==> config.mk <==
export PLATFORM = sky130hd
export DESIGN_NAME = i2c_master_bit_engine
export DESIGN_NICKNAME = d
export VERILOG_FILES = /design/src/hw/rtl/i2cm_pkg.sv /design/src/hw/rtl/i2c_master_bit_engine.sv /design/src/hw/rtl/i2cm_step.sv
export SDC_FILE = /design/constraint.sdc
export NUM_CORES = 1
export LEC_CHECK = 0
export BUFFER_PORTS_ARGS = -buffer_cell sky130_fd_sc_hd__buf_4
export CAP_MARGIN = 20
export CORE_UTILIZATION = 50
export CTS_CLUSTER_DIAMETER = 30
export DETAILED_ROUTE_END_ITERATION = 10
export GPL_ROUTABILITY_DRIVEN = 0
export GPL_TIMING_DRIVEN = 0
export PLACE_DENSITY_LB_ADDON = 0.3
export SYNTH_ARGS = -nofsm -noshare
export SYNTH_HDL_FRONTEND = slang
export SYNTH_SLANG_ARGS = --single-unit
export TNS_END_PERCENT = 100
==> constraint.sdc <==
create_clock -name clk -period 6.3 [get_ports clk]
set_clock_uncertainty 0.1 [all_clocks]
set_input_delay 0.315 -clock clk [delete_from_list [all_inputs] [get_ports clk]]
set_output_delay 0.315 -clock clk [all_outputs]
set_load 0.01 [all_outputs]
==> src/hw/rtl/i2cm_pkg.sv <==
// ----------------------------------------------------------------------------
// I2C master bit engine package
// Command codes, engine state record and phase count lookup.
// ----------------------------------------------------------------------------
package i2cm_pkg;

	typedef enum logic [2:0] {
		CMD_IDLE    = 3'd0,
		CMD_START   = 3'd1,
		CMD_STOP    = 3'd2,
		CMD_WRITE   = 3'd3,
		CMD_WAITACK = 3'd4,
		CMD_READ    = 3'd5,
		CMD_ACK     = 3'd6,
		CMD_NACK    = 3'd7
	} cmd_t;

	localparam logic [5:0] PHASES_WRITE = 6'd24;
	localparam logic [5:0] PHASES_READ  = 6'd19;
	localparam logic [5:0] PHASES_SHORT = 6'd3;
	// Phases of a read that belong to the eight data bits.
	localparam logic [5:0] READ_BIT_PHASES = 6'd16;
	localparam logic [7:0] DELAY_RESET = 8'd5;

	typedef struct packed {
		cmd_t       cmd;
		logic [5:0] phase;
		logic [7:0] tick;
		logic [1:0] sub;     // phase position within a written bit
		logic [7:0] tx;
		logic [7:0] rx;
		logic       nackf;
		logic       scl;
		logic       sda;
		logic       ack;
	} eng_state_t;

	localparam eng_state_t STATE_RESET = '{
		cmd: CMD_IDLE, phase: 6'd0, tick: 8'd0, sub: 2'd0, tx: 8'd0, rx: 8'd0,
		nackf: 1'b0, scl: 1'b1, sda: 1'b1, ack: 1'b0
	};

	function automatic logic [5:0] phase_total(input cmd_t c);
		case (c)
			CMD_WRITE: phase_total = PHASES_WRITE;
			CMD_READ:  phase_total = PHASES_READ;
			default:   phase_total = PHASES_SHORT;
		endcase
	endfunction

endpackage

==> src/hw/rtl/i2c_master_bit_engine.sv <==
// Order: a word accepted into the input register is stepped into the engine state and the
// result register by the next advance, unless the result register is still waiting to be taken.
// Throughput: one word per cycle while the result register is free or being taken; a tick
// is registered, then stepped through the engine state and the result register.
// Reset: arst_n clears the engine to idle with SCL and SDA released, the delay
// register to 5 ticks, and both pipeline valid flags.
// ----------------------------------------------------------------------------
// I2C master bit engine
// Bit-level I2C master, one tick per input word, with an input register, a
// combinational tick step and a result register.
// ----------------------------------------------------------------------------
module i2c_master_bit_engine (
	input  logic       clk,
	input  logic       arst_n,
	input  logic       cfg_we,
	input  logic [7:0] cfg_wdata,
	input  logic       in_valid,
	output logic       in_ready,
	input  logic [2:0] action,
	input  logic [7:0] tx_byte,
	input  logic       nack_after_read,
	input  logic       sda_in,
	output logic       out_valid,
	input  logic       out_ready,
	output logic       scl_out,
	output logic       sda_out,
	output logic       busy_res,
	output logic       done_res,
	output logic [7:0] rx_byte,
	output logic       ack_seen
);

	logic       valid_s1;
	logic [2:0] action_s1;
	logic [7:0] tx_byte_s1;
	logic       nack_s1;
	logic       sda_s1;
	logic [7:0] delay_q;
	logic       advance;
	logic       step_done;
	logic       out_valid_q;
	logic       scl_q;
	logic       sda_q;
	logic       busy_q;
	logic       done_q;
	logic [7:0] rx_q;
	logic       ack_q;

	i2cm_pkg::eng_state_t state_q;
	i2cm_pkg::eng_state_t state_nxt;

	assign advance  = valid_s1 && (!out_valid_q || out_ready);
	assign in_ready = !valid_s1 || advance;

	i2cm_step u_step (
		.cur             (state_q),
		.action          (action_s1),
		.tx_byte         (tx_byte_s1),
		.nack_after_read (nack_s1),
		.sda_in          (sda_s1),
		.delay_ticks     (delay_q),
		.nxt             (state_nxt),
		.done            (step_done)
	);

	always_ff @(posedge clk or negedge arst_n) begin
		if (!arst_n) begin
			delay_q <= i2cm_pkg::DELAY_RESET;
		end else if (cfg_we) begin
			delay_q <= cfg_wdata;
		end
	end

	always_ff @(posedge clk or negedge arst_n) begin
		if (!arst_n) begin
			valid_s1 <= 1'b0;
		end else if (in_ready) begin
			valid_s1 <= in_valid;
		end
	end

	always_ff @(posedge clk) begin
		if (in_ready && in_valid) begin
			action_s1  <= action;
			tx_byte_s1 <= tx_byte;
			nack_s1    <= nack_after_read;
			sda_s1     <= sda_in;
		end
	end

	always_ff @(posedge clk or negedge arst_n) begin
		if (!arst_n) begin
			state_q <= i2cm_pkg::STATE_RESET;
		end else if (advance) begin
			state_q <= state_nxt;
		end
	end

	always_ff @(posedge clk or negedge arst_n) begin
		if (!arst_n) begin
			out_valid_q <= 1'b0;
		end else if (advance) begin
			out_valid_q <= 1'b1;
		end else if (out_ready) begin
			out_valid_q <= 1'b0;
		end
	end

	always_ff @(posedge clk) begin
		if (advance) begin
			scl_q  <= state_nxt.scl;
			sda_q  <= state_nxt.sda;
			busy_q <= (state_nxt.cmd != i2cm_pkg::CMD_IDLE);
			done_q <= step_done;
			rx_q   <= state_nxt.rx;
			ack_q  <= state_nxt.ack;
		end
	end

	assign out_valid = out_valid_q;
	assign scl_out   = scl_q;
	assign sda_out   = sda_q;
	assign busy_res  = busy_q;
	assign done_res  = done_q;
	assign rx_byte   = rx_q;
	assign ack_seen  = ack_q;

`ifndef NO_ASSERTIONS
	// An idle engine always sits at the first tick of the first phase.
	a_idle_clean: assert property (@(posedge clk) disable iff (!arst_n)
		state_q.cmd == i2cm_pkg::CMD_IDLE |-> state_q.phase == 6'd0 && state_q.tick == 8'd0)
		else $error("idle engine holds a stale phase or tick count");

	// The tick count never reaches the phase length while a command runs.
	a_tick_bound: assert property (@(posedge clk) disable iff (!arst_n)
		state_q.cmd != i2cm_pkg::CMD_IDLE && delay_q != 8'd0 |-> state_q.tick < delay_q)
		else $error("tick count ran past the phase length");

	// A finishing word never reports the engine still busy.
	a_done_idle: assert property (@(posedge clk) disable iff (!arst_n)
		out_valid |-> !(done_res && busy_res))
		else $error("done and busy reported together");

	// Every stepped tick produces a result word at the next edge.
	a_step_result: assert property (@(posedge clk) disable iff (!arst_n)
		advance |=> out_valid)
		else $error("stepped tick left no result word");
`endif

endmodule

==> src/hw/rtl/i2cm_step.sv <==
// ----------------------------------------------------------------------------
// I2C master bit engine tick step
// Combinational next-state logic for one tick: command take-over, phase
// entry pin updates, phase exit sampling and phase advance.
// ----------------------------------------------------------------------------
module i2cm_step (
	input  i2cm_pkg::eng_state_t cur,
	input  logic [2:0]           action,
	input  logic [7:0]           tx_byte,
	input  logic                 nack_after_read,
	input  logic                 sda_in,
	input  logic [7:0]           delay_ticks,
	output i2cm_pkg::eng_state_t nxt,
	output logic                 done
);

	logic [7:0] dly;
	logic [7:0] tick_inc;
	logic [5:0] phase_inc;
	logic [5:0] p;
	logic       in_read_bits;

	assign dly = (delay_ticks == 8'd0) ? 8'd1 : delay_ticks;

	always_comb begin
		nxt = cur;
		done = 1'b0;
		tick_inc = '0;
		phase_inc = '0;
		p = '0;
		in_read_bits = 1'b0;

		if (cur.cmd == i2cm_pkg::CMD_IDLE && action != i2cm_pkg::CMD_IDLE) begin
			nxt.cmd = i2cm_pkg::cmd_t'(action);
			nxt.phase = '0;
			nxt.tick = '0;
			nxt.sub = '0;
			nxt.tx = tx_byte;
			nxt.nackf = nack_after_read;
		end

		if (nxt.cmd != i2cm_pkg::CMD_IDLE) begin
			p = nxt.phase;
			in_read_bits = (p < i2cm_pkg::READ_BIT_PHASES);

			// Pins change only on the first tick of a phase.
			if (nxt.tick == 8'd0) begin
				case (nxt.cmd)
					i2cm_pkg::CMD_START: begin
						if (p == 6'd0) begin
							nxt.sda = 1'b1;
							nxt.scl = 1'b1;
						end else if (p == 6'd1) begin
							nxt.sda = 1'b0;
						end else begin
							nxt.scl = 1'b0;
						end
					end
					i2cm_pkg::CMD_STOP: begin
						if (p == 6'd0) begin
							nxt.sda = 1'b0;
							nxt.scl = 1'b0;
						end else if (p == 6'd1) begin
							nxt.scl = 1'b1;
						end else begin
							nxt.sda = 1'b1;
						end
					end
					i2cm_pkg::CMD_WRITE: begin
						if (nxt.sub == 2'd0) begin
							nxt.sda = nxt.tx[7];
							nxt.tx = {nxt.tx[6:0], 1'b0};
						end else if (nxt.sub == 2'd1) begin
							nxt.scl = 1'b1;
						end else begin
							nxt.scl = 1'b0;
						end
					end
					i2cm_pkg::CMD_READ: begin
						if (in_read_bits) begin
							if (p == 6'd0) begin
								nxt.sda = 1'b1;
							end
							nxt.scl = ~p[0];
						end else if (p[1:0] == 2'd0) begin
							// Acknowledge tail after the data bits.
							nxt.sda = nxt.nackf;
						end else if (p[1:0] == 2'd1) begin
							nxt.scl = 1'b1;
						end else begin
							nxt.scl = 1'b0;
						end
					end
					default: begin
						// Wait-ack, ack and nack share the same three-phase tail.
						if (p == 6'd0) begin
							nxt.sda = (nxt.cmd != i2cm_pkg::CMD_ACK);
						end else if (p == 6'd1) begin
							nxt.scl = 1'b1;
						end else begin
							nxt.scl = 1'b0;
						end
					end
				endcase
			end

			tick_inc = nxt.tick + 8'd1;
			if (tick_inc >= dly) begin
				if (nxt.cmd == i2cm_pkg::CMD_WAITACK && p == 6'd1) begin
					nxt.ack = sda_in;
				end else if (nxt.cmd == i2cm_pkg::CMD_READ && in_read_bits && !p[0]) begin
					nxt.rx = {nxt.rx[6:0], sda_in};
				end
				nxt.tick = '0;
				nxt.sub = (nxt.sub == 2'd2) ? 2'd0 : nxt.sub + 2'd1;
				phase_inc = p + 6'd1;
				if (phase_inc >= i2cm_pkg::phase_total(nxt.cmd)) begin
					nxt.cmd = i2cm_pkg::CMD_IDLE;
					nxt.phase = '0;
					done = 1'b1;
				end else begin
					nxt.phase = phase_inc;
				end
			end else begin
				nxt.tick = tick_inc;
			end
		end
	end

endmodule

==> impl_metrics.py <==
metrics = {
    "final_layout": {
        "final_cell_mix": "49 x nand2_1, 45 x dfrtp_1, 40 x buf_4",
        "nFillCells": 662,
        "synthToLayoutAreaGrowth_pct": 16.7,
        "multiInputGateArea_um2": 1980,
        "final_common_cell": "nand2_1",
        "diodes": 0,
        "fin_area_um2": 4840,
        "fin_util": 0.613,
        "layout.nets": 498,
        "layout-drive-gt1-share": 0.181,
        "seqCellArea_um2": 2010,
    },
    "logic_synthesis": {
        "yosys_warnings": 0,
        "ys_top_cells_by_area": "dfrtp_1 27%, edfxtp_1 19%, mux2_1 4.9%, nand2_1 4.4%, ha_1 4.2%",
        "synthArstFlopShare": 0.653,
        "netlist.area_leader.share": 0.272,
        "synth_nets": 446,
        "syn-cell-area_um2": 4150,
        "avgSynthCellArea_um2": 10.2,
        "ys_types": 61,
        "ys_ff_latch": 75,
        "yosysTopAreaCell": "dfrtp_1",
        "synth_edf_count": 26,
        "synthCells": 406,
        "synth_seq_area_share": 0.485,
        "synth_flop_cell": "dfrtp_1",
    },
    "clock_tree": {
        "cts_resized": 0,
        "cts-hold-fix-buffers": 1,
        "numCtsBuffers": 9,
        "htreeDepth": 3,
        "path_clk_slew_ps": 80,
        "cts_setup_buffers": 0,
        "tritoncts": "built",
        "cts_max_path_buffers": 2,
        "cts_root_buffer": "clkbuf_8",
        "insertion_delay_ps": 350,
        "clock_sinks": 75,
    },
    "setup_path": {
        "critPathBufInv": 4,
        "r2r-start": "action_s1[2]",
        "critical_path_required_ps": 6430,
        "reg2reg_to": "state_q[4]",
        "endpoint_kind": "flip-flop",
        "rr_worst_depth": 18,
        "critical_path.startpoint_type": "flip-flop",
        "max_stage_delay_ps": 480,
        "ff2ff_setup_slack_ps": 1070,
        "critPathKind": "flip-flop to flip-flop",
        "critPathSlowestCell": "or3_1",
        "crit_family": "simple AND/OR/NAND/NOR gates",
        "worstPathCellList": "clkbuf_1, or3_1, nand2_1, clkbuf_1, and2_1, ha_1, nand3_1, or3_1, a21oi_1, ha_1, and3_1, a211oi_1, o21a_1, a211o_1, buf_2, nand2b_1, buf_2, mux2_1",
        "cp.arrival_ps": 5350,
        "crit_fanout": 10,
    },
    "run": {
        "cap_violations": 0,
    },
    "routing": {
        "first_pass_iters": 5,
        "ant_nets": 0,
        "top_layer_used": "met4",
        "dr.first_iter.drc_count": 193,
        "vias_per_cell": 5.75,
        "wl_per_cell_um": 15.3,
        "wl_mm": 8.63,
        "num_vias": 3251,
        "wl_met3_um": 399,
        "drcViolationCount": 0,
        "drt-met1-wl_mm": 4.02,
        "wl_met2_mm": 4.06,
    },
    "timing": {
        "maxSlewViolCount": 0,
        "holdWs_ps": 29.9,
        "finalCriticalPeriod_ps": 5230,
        "fin_ws_ps": 1070,
        "setup_viol": 0,
        "rsz0062_at_grt": "false",
        "relSlewSlack": 0.314,
        "tns_ps": 0,
        "tightest_slew_ps": 1020,
        "finalHoldViolations": 0,
        "post-route-period-util": 0.830,
        "fmax_mhz": 191,
    },
    "run_status": {
        "status": "complete, no violations",
    },
    "hold_path": {
        "min_to": "tx_byte_s1[6]",
        "holdPathStages": 1,
        "hp-start": "tx_byte[6]",
        "min_path_type": "input pin to flip-flop",
    },
    "global_routing": {
        "grt_first_pass_wirelength_mm": 14.4,
        "grt_max_degree": 50,
        "grt_util_all_layers": 0.216,
        "grt_pass1_vias": 3027,
        "antenna_found_initial": 0,
        "grt_overflow": 0,
    },
    "floorplanning": {
        "dieArea_um2": 8660,
        "io_pins": 41,
        "die_h_um": 93.1,
        "die_w_um": 93.1,
        "coreArea_um2": 7890,
        "start_util": 0.526,
        "rows": 32,
    },
    "placed_design": {
        "port_buffers": 40,
        "placed_cell_area_um2": 4570,
        "dp_hpwl_mm": 6.05,
        "place_ws_ps": 1120,
    },
    "pwr": {
        "cellPowerDensity_nw_per_um2": 392,
        "ir_drop_uv": 199,
        "power_leakage_nw": 2.12,
    },
}
[cell usage after synthesis, types with 3 or more instances]
| master | instances |
|---|---|
| a211o_1 | 3 |
| a211oi_1 | 4 |
| a21o_1 | 6 |
| a21oi_1 | 16 |
| a2bb2oi_1 | 3 |
| a31oi_1 | 3 |
| and2_1 | 4 |
| and3_1 | 3 |
| clkbuf_1 | 15 |
| dfrtp_1 | 45 |
| dfstp_2 | 4 |
| edfxtp_1 | 26 |
| ha_1 | 14 |
| inv_1 | 18 |
| mux2_1 | 18 |
| mux2_4 | 6 |
| mux2i_1 | 7 |
| nand2_1 | 49 |
| nand2b_1 | 9 |
| nand3_1 | 14 |
| nand4_1 | 3 |
| nor2_1 | 29 |
| nor2b_1 | 3 |
| nor3_1 | 10 |
| nor3b_1 | 5 |
| o21ai_0 | 20 |
| o21ai_2 | 6 |
| o22ai_1 | 6 |
| o31ai_1 | 4 |
| or2_2 | 3 |
| or3_1 | 4 |
| xnor2_1 | 4 |
| xor2_1 | 5 |
[through the flow]
step | power [W] | cells
floorplan | 0.00123 | 406
global placement | 0.00141 | 548
detailed placement | 0.00143 | 548
CTS | 0.00190 | 565
global route | 0.00202 | 565
finish | 0.00190 | 565
[final cells by class]
cell class,count,share of cell area
Sequential cell,75,0.416
Multi-Input combinational cell,294,0.410
Timing Repair Buffer,41,0.0642
Clock buffer,12,0.0321
Tap cell,102,0.0264
Clock inverter,4,0.0202
Buffer,19,0.0168
Inverter,18,0.0140
[worst max-delay path by stage]
stage / from / endpoint / cells past startpoint
after detailed placement: action_s1[2] / state_q[4] / 18
final: action_s1[2] / state_q[4] / 18
after CTS: action_s1[2] / state_q[4] / 18
after global placement: action_s1[2] / state_q[9] / 18
after global routing: action_s1[2] / state_q[4] / 18
after floorplan: action_s1[2] / state_q[10] / 18
[logic make-up (layout without fill, tap and decap cells)]
kind of cell	after synthesis	after routing	synth area share
compound gates	93	93	0.154
xor+xnor	9	9	0.0190
fa+ha+maj	14	14	0.0423
buf+inv	37	94	0.0359
flops	75	75	0.485
mux	32	32	0.0903
simple gates	146	146	0.174
[layer usage]
layer / global-route usage / vias to the layer above
li1: - / 1579
met1: 0.292 / 1561
met2: 0.339 / 99
met3: 0.0447 / 12
met4: 0.0885 / 0
met5: 0 / -
[sequential cells by signal (all words and copies together), names as in the netlist, 3 cells and up]
signal / cells
tx_byte_s1: 8
state_q: 39
action_s1: 3
delay_q: 8
rx_byte: 8
[power breakdown]
group	switching [W]	internal [W]	leakage [nW]	total [W]
combinational	0.000444	0.000305	1.13	0.000749
sequential	0.0000812	0.000611	0.869	0.000692
clock	0.000171	0.000285	0.123	0.000456
total	0.000696	0.00120	2.12	0.00190
Note: power is estimated with default switching activity, not from simulation.
